[config.mk]
export PLATFORM = sky130hd
export DESIGN_NAME = input_event_state_tracker_flat
export DESIGN_NICKNAME = d
export VERILOG_FILES = /design/src/rtl/iest_pkg.sv /design/src/rtl/iest_if.sv /design/src/rtl/iest_out_fifo.sv /design/src/rtl/input_event_state_tracker.sv /design/src/flat_wrapper.sv
export SDC_FILE = /design/constraint.sdc
export NUM_CORES = 2
export LEC_CHECK = 0
export ABC_CLOCK_PERIOD_IN_PS = 6400
export BUFFER_PORTS_ARGS = -buffer_cell sky130_fd_sc_hd__clkbuf_2
export CORE_ASPECT_RATIO = 1.1
export CORE_MARGIN = 3
export CORE_UTILIZATION = 28
export CTS_CLUSTER_DIAMETER = 40
export DETAILED_ROUTE_END_ITERATION = 12
export PLACE_DENSITY = 0.46
export SETUP_SLACK_MARGIN = 0.1
export SLEW_MARGIN = 20
export SYNTH_ARGS = -nofsm -noshare
export SYNTH_HDL_FRONTEND = slang
export SYNTH_SLANG_ARGS = --single-unit
[constraint.sdc]
create_clock -name clk -period 6.4 [get_ports clk]
set_input_delay 0 -clock clk [delete_from_list [all_inputs] [get_ports clk]]
set_output_delay 0 -clock clk [all_outputs]
set_load 0.02 [all_outputs]
[src/rtl/iest_pkg.sv]
// ----------------------------------------------------------------------------
// iest_pkg
// Shared types and codes for the input event state tracker.
// ----------------------------------------------------------------------------
package iest_pkg;

  // Device codes
  localparam logic [1:0] DEV_KBD   = 2'd0;
  localparam logic [1:0] DEV_MOUSE = 2'd1;

  // Event kind codes
  localparam logic [2:0] KIND_DOWN   = 3'd0;
  localparam logic [2:0] KIND_UP     = 3'd1;
  localparam logic [2:0] KIND_CURSOR = 3'd3;

  // Configuration register indexes
  localparam int CFG_IDX_W  = 2;
  localparam int CFG_DATA_W = 48;
  localparam logic [CFG_IDX_W-1:0] CFG_SIDE = 2'd0;
  localparam logic [CFG_IDX_W-1:0] CFG_VIRT = 2'd1;
  localparam int SIDE_W = 48;
  localparam int VIRT_W = 24;

  // Tracked modifier codes: six side keys, then three virtual keys
  localparam int MOD_SIDE  = 6;
  localparam int MOD_SLOTS = 9;
  localparam int MOD_IDX_W = 4;

  // Output queue
  localparam int OQ_DEPTH  = 4;
  localparam int OQ_PTR_W  = 2;
  localparam int OQ_CNT_W  = 3;

  // One result word
  typedef struct packed {
    logic              synthetic;
    logic [1:0]        out_device;
    logic [2:0]        out_kind;
    logic [7:0]        out_key;
    logic [2:0]        out_button;
    logic signed [15:0] cursor_x;
    logic signed [15:0] cursor_y;
    logic              last;
  } result_t;

endpackage

[src/rtl/iest_if.sv]
// ----------------------------------------------------------------------------
// iest_in_if / iest_out_if
// Valid/ready channels for input event words and result words.
// ----------------------------------------------------------------------------
interface iest_in_if;
  logic              valid;
  logic              ready;
  logic [1:0]        device;
  logic [2:0]        kind;
  logic [7:0]        key_code;
  logic [2:0]        button_index;
  logic signed [15:0] pos_x;
  logic signed [15:0] pos_y;

  modport source (output valid, device, kind, key_code, button_index, pos_x, pos_y,
                  input ready);
  modport sink   (input valid, device, kind, key_code, button_index, pos_x, pos_y,
                  output ready);
endinterface

interface iest_out_if;
  logic              valid;
  logic              ready;
  logic              synthetic;
  logic [1:0]        out_device;
  logic [2:0]        out_kind;
  logic [7:0]        out_key;
  logic [2:0]        out_button;
  logic signed [15:0] cursor_x;
  logic signed [15:0] cursor_y;
  logic              last;

  modport source (output valid, synthetic, out_device, out_kind, out_key, out_button,
                  cursor_x, cursor_y, last, input ready);
  modport sink   (input valid, synthetic, out_device, out_kind, out_key, out_button,
                  cursor_x, cursor_y, last, output ready);
endinterface

[src/rtl/iest_out_fifo.sv]
// ----------------------------------------------------------------------------
// iest_out_fifo
// Four-entry result queue; takes up to two words per cycle, sends one.
// ----------------------------------------------------------------------------
module iest_out_fifo (
  input  logic              clk,
  input  logic              rst,
  input  logic              push_one,
  input  logic              push_two,
  input  iest_pkg::result_t res0,
  input  iest_pkg::result_t res1,
  output logic              has_room,
  iest_out_if.source        evt_out
);
  import iest_pkg::*;

  result_t               q [OQ_DEPTH];
  logic [OQ_PTR_W-1:0]   wr_ptr;
  logic [OQ_PTR_W-1:0]   rd_ptr;
  logic [OQ_CNT_W-1:0]   count;
  logic [OQ_CNT_W-1:0]   push_n;
  logic                  pop;
  result_t               head;

  // Room for a full two-word burst
  assign has_room = count <= OQ_CNT_W'(OQ_DEPTH - 2);
  assign pop      = evt_out.valid && evt_out.ready;
  assign push_n   = push_two ? OQ_CNT_W'(2) : (push_one ? OQ_CNT_W'(1) : '0);

  // Storage writes
  always_ff @(posedge clk) begin
    if (push_one) begin
      q[wr_ptr] <= res0;
    end
    if (push_two) begin
      q[wr_ptr + OQ_PTR_W'(1)] <= res1;
    end
  end

  // Pointers and fill count
  always_ff @(posedge clk) begin
    if (rst) begin
      wr_ptr <= '0;
      rd_ptr <= '0;
      count  <= '0;
    end else begin
      wr_ptr <= wr_ptr + OQ_PTR_W'(push_n);
      if (pop) begin
        rd_ptr <= rd_ptr + OQ_PTR_W'(1);
      end
      count <= count + push_n - (pop ? OQ_CNT_W'(1) : '0);
    end
  end

  // Head word to the port
  assign head               = q[rd_ptr];
  assign evt_out.valid      = count != '0;
  assign evt_out.synthetic  = head.synthetic;
  assign evt_out.out_device = head.out_device;
  assign evt_out.out_kind   = head.out_kind;
  assign evt_out.out_key    = head.out_key;
  assign evt_out.out_button = head.out_button;
  assign evt_out.cursor_x   = head.cursor_x;
  assign evt_out.cursor_y   = head.cursor_y;
  assign evt_out.last       = head.last;

endmodule

[src/rtl/input_event_state_tracker.sv]
// ----------------------------------------------------------------------------
// input_event_state_tracker
// Tracks key/button pressed state and cursor position, drops repeated
// presses and releases, and adds virtual modifier events.
// ----------------------------------------------------------------------------
// An input word is registered, then processed combinationally against the key
// and button bitmaps; its one or two result words go into a four-entry output
// queue that drains one word per cycle while the receiver is ready. A new
// input word can be taken every cycle while the queue has room for two, so
// single-result items can be sustained at one item per cycle, while items
// that also produce a virtual modifier event are bound by the one-word output
// port. The pressed state of the nine configured modifier codes is kept in
// shadow flops; after every configuration write these are reloaded from the
// key bitmap one code at a time, during which no input word is taken.
module input_event_state_tracker #(
  parameter int KEY_COUNT    = 256,
  parameter int BUTTON_COUNT = 8
) (
  input  logic                            clk,
  input  logic                            rst,
  input  logic                            cfg_we,
  input  logic [iest_pkg::CFG_IDX_W-1:0]  cfg_index,
  input  logic [iest_pkg::CFG_DATA_W-1:0] cfg_data,
  iest_in_if.sink                         evt_in,
  iest_out_if.source                      evt_out
);
  import iest_pkg::*;

  localparam int KEY_W = $clog2(KEY_COUNT);
  localparam int BTN_W = $clog2(BUTTON_COUNT);

  // Configuration
  logic [SIDE_W-1:0]    side_codes;
  logic [VIRT_W-1:0]    virt_codes;
  logic [7:0]           mod_code [MOD_SLOTS];
  logic [MOD_SLOTS-1:0] code_ok;

  // Tracked state
  logic [KEY_COUNT-1:0]    key_map;
  logic [KEY_COUNT-1:0]    key_map_next;
  logic [BUTTON_COUNT-1:0] btn_map;
  logic signed [15:0]      track_x;
  logic signed [15:0]      track_y;
  logic [MOD_SLOTS-1:0]    mod_dn;
  logic [MOD_SLOTS-1:0]    mod_upd;
  logic [MOD_SLOTS-1:0]    mod_next;

  // Shadow reload sequencer
  logic                 reload_busy;
  logic [MOD_IDX_W-1:0] reload_cnt;

  // Input register
  logic               in_valid;
  logic [1:0]         in_dev;
  logic [2:0]         in_kind;
  logic [7:0]         in_key;
  logic [2:0]         in_btn;
  logic signed [15:0] in_x;
  logic signed [15:0] in_y;

  // Processing
  logic               fire;
  logic               q_room;
  logic [KEY_W-1:0]   rd_addr;
  logic               rd_bit;
  logic               key_ok;
  logic               key_cur;
  logic               btn_ok;
  logic               btn_cur;
  logic               is_kbd;
  logic               is_mouse;
  logic               is_press;
  logic               down;
  logic               drop;
  logic               key_wr;
  logic               btn_wr;
  logic               cur_upd;
  logic               slot_hit;
  logic [1:0]         slot;
  logic               mod_now;
  logic               mod_before;
  logic [7:0]         vkey;
  logic               vkey_ok;
  logic               syn;
  logic signed [15:0] cur_x;
  logic signed [15:0] cur_y;
  result_t            res0;
  result_t            res1;

  // Modifier code table and range checks
  always_comb begin
    for (int i = 0; i < MOD_SLOTS; i++) begin
      if (i < MOD_SIDE) begin
        mod_code[i] = side_codes[8*i +: 8];
      end else begin
        mod_code[i] = virt_codes[8*(i-MOD_SIDE) +: 8];
      end
      code_ok[i] = 32'(mod_code[i]) < KEY_COUNT;
    end
  end

  // Single read port on the key bitmap
  assign rd_addr = reload_busy ? KEY_W'(mod_code[reload_cnt]) : KEY_W'(in_key);
  assign rd_bit  = key_map[rd_addr];

  // Handshake
  assign fire         = in_valid && q_room;
  assign evt_in.ready = !reload_busy && (!in_valid || fire);

  // Event decode and duplicate filtering
  assign is_kbd   = in_dev == DEV_KBD;
  assign is_mouse = in_dev == DEV_MOUSE;
  assign is_press = (in_kind == KIND_DOWN) || (in_kind == KIND_UP);
  assign down     = in_kind == KIND_DOWN;
  assign key_ok   = 32'(in_key) < KEY_COUNT;
  assign key_cur  = key_ok && rd_bit;
  assign btn_ok   = 32'(in_btn) < BUTTON_COUNT;
  assign btn_cur  = btn_ok && btn_map[BTN_W'(in_btn)];
  assign drop     = is_press && ((is_kbd && key_cur == down) ||
                                 (is_mouse && btn_cur == down));
  assign key_wr   = is_kbd && is_press && !drop;
  assign btn_wr   = is_mouse && is_press && !drop;
  assign cur_upd  = is_mouse && in_kind == KIND_CURSOR;

  // Modifier slot search, shift first
  always_comb begin
    slot_hit = 1'b0;
    slot     = '0;
    for (int i = 2; i >= 0; i--) begin
      if (in_key == mod_code[2*i] || in_key == mod_code[2*i+1]) begin
        slot_hit = 1'b1;
        slot     = 2'(i);
      end
    end
  end

  // Shadow state after the key write
  always_comb begin
    for (int j = 0; j < MOD_SLOTS; j++) begin
      mod_upd[j] = (key_wr && key_ok && mod_code[j] == in_key) ? down : mod_dn[j];
    end
  end

  // Combined side state against the virtual key
  always_comb begin
    mod_now    = 1'b0;
    mod_before = 1'b0;
    vkey       = '0;
    for (int i = 0; i < 3; i++) begin
      if (slot == 2'(i)) begin
        mod_now    = mod_upd[2*i] || mod_upd[2*i+1];
        mod_before = mod_upd[MOD_SIDE+i];
        vkey       = mod_code[MOD_SIDE+i];
      end
    end
  end

  assign syn     = key_wr && slot_hit && (mod_now != mod_before);
  assign vkey_ok = 32'(vkey) < KEY_COUNT;

  // Shadow state after the virtual key write
  always_comb begin
    for (int j = 0; j < MOD_SLOTS; j++) begin
      mod_next[j] = (syn && vkey_ok && mod_code[j] == vkey) ? mod_now : mod_upd[j];
    end
  end

  // Key bitmap after this item; virtual key write lands last
  always_comb begin
    key_map_next = key_map;
    if (key_wr && key_ok) begin
      key_map_next[KEY_W'(in_key)] = down;
    end
    if (syn && vkey_ok) begin
      key_map_next[KEY_W'(vkey)] = mod_now;
    end
  end

  // Result words
  assign cur_x = cur_upd ? in_x : track_x;
  assign cur_y = cur_upd ? in_y : track_y;

  always_comb begin
    res0.synthetic  = 1'b0;
    res0.out_device = in_dev;
    res0.out_kind   = in_kind;
    res0.out_key    = is_kbd ? in_key : '0;
    res0.out_button = is_mouse ? in_btn : '0;
    res0.cursor_x   = cur_x;
    res0.cursor_y   = cur_y;
    res0.last       = !syn;

    res1.synthetic  = 1'b1;
    res1.out_device = DEV_KBD;
    res1.out_kind   = mod_now ? KIND_DOWN : KIND_UP;
    res1.out_key    = vkey;
    res1.out_button = '0;
    res1.cursor_x   = cur_x;
    res1.cursor_y   = cur_y;
    res1.last       = 1'b1;
  end

  // Input register payload
  always_ff @(posedge clk) begin
    if (evt_in.valid && evt_in.ready) begin
      in_dev  <= evt_in.device;
      in_kind <= evt_in.kind;
      in_key  <= evt_in.key_code;
      in_btn  <= evt_in.button_index;
      in_x    <= evt_in.pos_x;
      in_y    <= evt_in.pos_y;
    end
  end

  // Control, configuration and tracked state
  always_ff @(posedge clk) begin
    if (rst) begin
      in_valid    <= 1'b0;
      side_codes  <= '0;
      virt_codes  <= '0;
      key_map     <= '0;
      btn_map     <= '0;
      track_x     <= '0;
      track_y     <= '0;
      mod_dn      <= '0;
      reload_busy <= 1'b0;
      reload_cnt  <= '0;
    end else begin
      if (evt_in.valid && evt_in.ready) begin
        in_valid <= 1'b1;
      end else if (fire) begin
        in_valid <= 1'b0;
      end

      // Register writes restart the shadow reload
      if (cfg_we) begin
        if (cfg_index == CFG_SIDE) begin
          side_codes <= cfg_data[SIDE_W-1:0];
        end else if (cfg_index == CFG_VIRT) begin
          virt_codes <= cfg_data[VIRT_W-1:0];
        end
        reload_busy <= 1'b1;
        reload_cnt  <= '0;
      end else if (reload_busy) begin
        if (!fire) begin
          mod_dn[reload_cnt] <= code_ok[reload_cnt] && rd_bit;
        end
        if (reload_cnt == MOD_IDX_W'(MOD_SLOTS - 1)) begin
          reload_busy <= 1'b0;
        end
        reload_cnt <= reload_cnt + MOD_IDX_W'(1);
      end

      // Per-item state update
      if (fire) begin
        key_map <= key_map_next;
        if (btn_wr && btn_ok) begin
          btn_map[BTN_W'(in_btn)] <= down;
        end
        if (cur_upd) begin
          track_x <= in_x;
          track_y <= in_y;
        end
        mod_dn <= mod_next;
      end
    end
  end

  // Output queue
  iest_out_fifo u_out_fifo (
    .clk      (clk),
    .rst      (rst),
    .push_one (fire && !drop),
    .push_two (fire && syn),
    .res0     (res0),
    .res1     (res1),
    .has_room (q_room),
    .evt_out  (evt_out)
  );

endmodule

[src/flat_wrapper.sv]
// flat-port wrapper written by rule: the top's interface ports become plain ports
module input_event_state_tracker_flat import iest_pkg::*;
#(
  parameter int KEY_COUNT    = 256,
  parameter int BUTTON_COUNT = 8
)
  (clk, rst, cfg_we, cfg_index, cfg_data, evt_in_valid, evt_in_device, evt_in_kind, evt_in_key_code, evt_in_button_index, evt_in_pos_x, evt_in_pos_y, evt_in_ready, evt_out_valid, evt_out_synthetic, evt_out_out_device, evt_out_out_kind, evt_out_out_key, evt_out_out_button, evt_out_cursor_x, evt_out_cursor_y, evt_out_last, evt_out_ready);
  iest_in_if evt_in_i ();
  iest_out_if evt_out_i ();
  input  logic clk;
  input  logic rst;
  input  logic cfg_we;
  input  logic [iest_pkg::CFG_IDX_W-1:0] cfg_index;
  input  logic [iest_pkg::CFG_DATA_W-1:0] cfg_data;
  input wire logic [$bits(evt_in_i.valid)-1:0] evt_in_valid;
  input wire logic [$bits(evt_in_i.device)-1:0] evt_in_device;
  input wire logic [$bits(evt_in_i.kind)-1:0] evt_in_kind;
  input wire logic [$bits(evt_in_i.key_code)-1:0] evt_in_key_code;
  input wire logic [$bits(evt_in_i.button_index)-1:0] evt_in_button_index;
  input wire logic [$bits(evt_in_i.pos_x)-1:0] evt_in_pos_x;
  input wire logic [$bits(evt_in_i.pos_y)-1:0] evt_in_pos_y;
  output wire logic [$bits(evt_in_i.ready)-1:0] evt_in_ready;
  output wire logic [$bits(evt_out_i.valid)-1:0] evt_out_valid;
  output wire logic [$bits(evt_out_i.synthetic)-1:0] evt_out_synthetic;
  output wire logic [$bits(evt_out_i.out_device)-1:0] evt_out_out_device;
  output wire logic [$bits(evt_out_i.out_kind)-1:0] evt_out_out_kind;
  output wire logic [$bits(evt_out_i.out_key)-1:0] evt_out_out_key;
  output wire logic [$bits(evt_out_i.out_button)-1:0] evt_out_out_button;
  output wire logic [$bits(evt_out_i.cursor_x)-1:0] evt_out_cursor_x;
  output wire logic [$bits(evt_out_i.cursor_y)-1:0] evt_out_cursor_y;
  output wire logic [$bits(evt_out_i.last)-1:0] evt_out_last;
  input wire logic [$bits(evt_out_i.ready)-1:0] evt_out_ready;
  assign evt_in_i.valid = evt_in_valid;
  assign evt_in_i.device = evt_in_device;
  assign evt_in_i.kind = evt_in_kind;
  assign evt_in_i.key_code = evt_in_key_code;
  assign evt_in_i.button_index = evt_in_button_index;
  assign evt_in_i.pos_x = evt_in_pos_x;
  assign evt_in_i.pos_y = evt_in_pos_y;
  assign evt_in_ready = evt_in_i.ready;
  assign evt_out_valid = evt_out_i.valid;
  assign evt_out_synthetic = evt_out_i.synthetic;
  assign evt_out_out_device = evt_out_i.out_device;
  assign evt_out_out_kind = evt_out_i.out_kind;
  assign evt_out_out_key = evt_out_i.out_key;
  assign evt_out_out_button = evt_out_i.out_button;
  assign evt_out_cursor_x = evt_out_i.cursor_x;
  assign evt_out_cursor_y = evt_out_i.cursor_y;
  assign evt_out_last = evt_out_i.last;
  assign evt_out_i.ready = evt_out_ready;
  input_event_state_tracker #(.KEY_COUNT(KEY_COUNT), .BUTTON_COUNT(BUTTON_COUNT)) u_core (.clk(clk), .rst(rst), .cfg_we(cfg_we), .cfg_index(cfg_index), .cfg_data(cfg_data), .evt_in(evt_in_i), .evt_out(evt_out_i));
endmodule
==> out/results.ini <==
[outcome]
status = finished, final reports clean

[placed_design]
dp_cells = 6284
gp_congestion = 0.9881
hpwl_um = 131100
port_buffers = 154
placed_area_um2 = 42900
post-place-ws_ns = 0.3304

[logic_synthesis]
synthFlopType = dfxtp_1
ys_seq_area_share_pct = 37.75
postSynthAreaPerCell_um2 = 8.692
synth_edf_count = 212
synth.distinct_cells = 101
synth_nets = 4663
synth.largest_area_cell = dfxtp_1
synthArstFlopShare_pct = 0
netlist.area_leader.share_pct = 21.66
ys_seq_elements = 640
synth_area_um2 = 39560
synthTopCellsByArea = dfxtp_1, edfxtp_1, nor2_1
synthCells = 4551
yosysWarnings = 0

[layout]
seqCellArea_um2 = 14940
finalNonFillerCells = 6735
fillerInstances = 14310
final_area_um2 = 49630
drive_gt1_share_pct = 19.01
nets = 4915
flow.area_growth_from_synthesis_pct = 25.46
multiInputGateArea_um2 = 22720
mostFrequentLayoutCells = nor2_1, nand2_1, dfxtp_1, a21oi_1, buf_4
fin_util_pct = 35.40
final_common_cell = nor2_1

[floorplanning]
core_area_um2 = 140200
floorplan.die_area_um2 = 145800
die_w_um = 364.4
io_pins = 155
rows = 144
initial_core_util_pct = 28.22
dieHeight_um = 400.2

[worst_setup_path]
rrSetupSlack_ns = 0.37
criticalPathCategory = register to register
start_kind = register
critPathRequiredTime_ns = 7.03
arrival_ns = 6.66
path_delay_family = compound AO/OA/AOI/OAI gates
cp_max_fo = 57
path_cells = or3b_1 -> o22a_1 -> a22oi_2 -> buf_12 -> o21ai_0 -> a32o_1 -> a2111oi_0 -> o32a_2 -> a31oi_2 -> o211ai_2 -> a21oi_2 -> or2_2 -> nand3_1 -> and2_1 -> nand3_1 -> ha_1 -> inv_1 -> ha_1 -> inv_1 -> fa_1 -> xnor2_1 -> xnor2_1 -> nor2_1
cp-end-kind = register
critPathSlowestCell = a2111oi_0
path_buf_inv = 3
slowest_delay_ns = 0.51

[clock_tree]
clock_sinks = 640
cts_buffers = 130
cts_tree = yes
cts_buffer_depth = 3
htreeDepth = 4
root_buffer = clkbuf_16
clk_pin_slew_ns = 0.05
insertion_delay_ns = 0.79

[route]
drtPass1Iterations = 6
wire_per_inst_um = 29.64
via_per_inst = 6.039
vias = 40680
drtIter0Drc = 4934
drtAntennaViolNets = 0
drt_wl_total_um = 199600
route.detailed.drc = 0

[global_routing]
grt_pass1_wl_um = 285700
use_met2_pct = 41.64
grt_busiest_layer = met2
track_usage_pct = 26.41
grt-ovfl-total = 0
grt_max_degree = 77
grt_util_met3_pct = 5.757
grt_pass1_vias = 39650
antenna_found_initial = 1
grt_use_met1_pct = 33.29

[timing]
fin_crit_sh_pct = 94.27
fin_setup_tns_ns = 0
slew_violations = 0
rsz0062_at_grt = no
hold_violations = 0
holdWs_ns = 0.04872
slew_headroom_pct = 18.29
fmax_ghz = 0.1658
min_period_ns = 6.033
tightest_slew_ns = 1.216
setup_ws_ns = 0.3668
skew_ns = 0.04495
setup_viol_count_final = 0

[min_path]
hold_class = input port to register

[power]
ir_drop_mv = 0.2800
p_leak_nw = 17.12
power_mw = 15.49
powerDensity_nw_per_um2 = 312.2

[flow_run]
maxCapViolCount = 0

[worst paths after layout]
check	cells after the start	to	startpoint
max	23	u_core.u_out_fifo.count[2]$_SDFF_PP0_	u_core.reload_busy$_SDFF_PP0_
min	4	u_core.virt_codes[9]$_SDFFE_PP0P_	cfg_data[9]
max reg2reg	23	u_core.u_out_fifo.count[2]$_SDFF_PP0_	u_core.reload_busy$_SDFF_PP0_
min reg2reg	2	u_core.u_out_fifo.q[2][49]$_SDFFE_PP1P_	u_core.u_out_fifo.q[2][49]$_SDFFE_PP1P_
[registers in the layout, summed over array words and instances, names as in the netlist, 3 cells and up, named ones only]
register,flops
u_core.in_y,16
u_core.u_out_fifo.count,3
u_core.virt_codes,24
u_core.in_x,16
u_core.track_y,16
u_core.track_x,16
u_core.side_codes,48
u_core.u_out_fifo.q,200
u_core.btn_map,8
u_core.reload_cnt,4
u_core.in_key,8
u_core.mod_dn,9
u_core.in_kind,3
u_core.key_map,256
u_core.in_btn,3
[cell families after synthesis]
kind of cell	share of synthesized area [%]
AO/OA/AOI/OAI	27.17
XOR/XNOR	3.343
adder cells (fa/ha/maj)	0.3037
buffers and inverters	5.712
flip-flops	37.75
multiplexers	7.993
AND/OR/NAND/NOR	17.72
[worst reg2reg max path: stages, from the launching register on]
cell       delay, ns
dfxtp_1         0.48
or3b_1          0.44
o22a_1          0.35
a22oi_2         0.38
buf_12          0.31
o21ai_0         0.16
a32o_1          0.28
a2111oi_0       0.51
o32a_2          0.28
a31oi_2         0.07
o211ai_2        0.34
a21oi_2         0.14
or2_2           0.36
nand3_1         0.12
and2_1          0.24
nand3_1         0.11
ha_1            0.32
inv_1           0.06
ha_1            0.13
inv_1           0.05
fa_1            0.37
xnor2_1         0.19
xnor2_1         0.14
nor2_1          0.05
[per-layer routing]
| layer | part of all wire (%) | wire length, um | vias to the layer above |
|---|---|---|---|
| li1 | - | - | 17640 |
| met1 | 40 | 80640 | 20090 |
| met2 | 45 | 89690 | 2310 |
| met3 | 8.3 | 16660 | 642 |
| met4 | 6.3 | 12630 | 0 |
| met5 | 0 | 0 | - |
[report_power, final]
part	switching, mW	leakage (nW)	internal, mW	total (mW)
registers	0.389	5.59	4.56	4.95
logic	2.19	9.35	1.24	3.43
clock network	2.56	2.18	4.55	7.12
[synth_stat cells, drive strengths merged (7+ instances only)]
master and n:
or2 8, mux2i 167, nor2 511, o41a 11
clkbuf 378, xnor2 86, nand2b 20, nand2 428
a32oi 8, xor2 65, a21o 19, o41ai 7
o31ai 12, nor3 90, a211oi 303, nor2b 13
a311oi 12, and2 23, a21oi 343, o21ai 176
nand4 44, a31oi 21, o22ai 240, ha 8
nand3 148, nor4 170, o221ai 8, buf 107
mux2 12, edfxtp 212, o21a 38, and3 40
mux4 60, o31a 33, inv 30, a32o 9
dfxtp 428, a21boi 111, a221o 66
[area by class of cell]
class / instances / area share [%]
antenna: 1 / 0.005042
clock buffer: 177 / 7.299
clock inverter: 61 / 1.929
inverter: 30 / 0.2269
multi-input combinational: 3396 / 45.79
sequential: 640 / 30.11
tap: 1825 / 4.601
timing repair buffer: 605 / 10.04
[timing repair]
action	in CTS	in global routing
hold buffers	207	0
endpoints found under the setup margin	0	16
gates resized for setup	0	6
endpoints found under the hold margin	168	0
buffers inserted	0	5
Note: power is estimated with default switching activity, not from simulation.
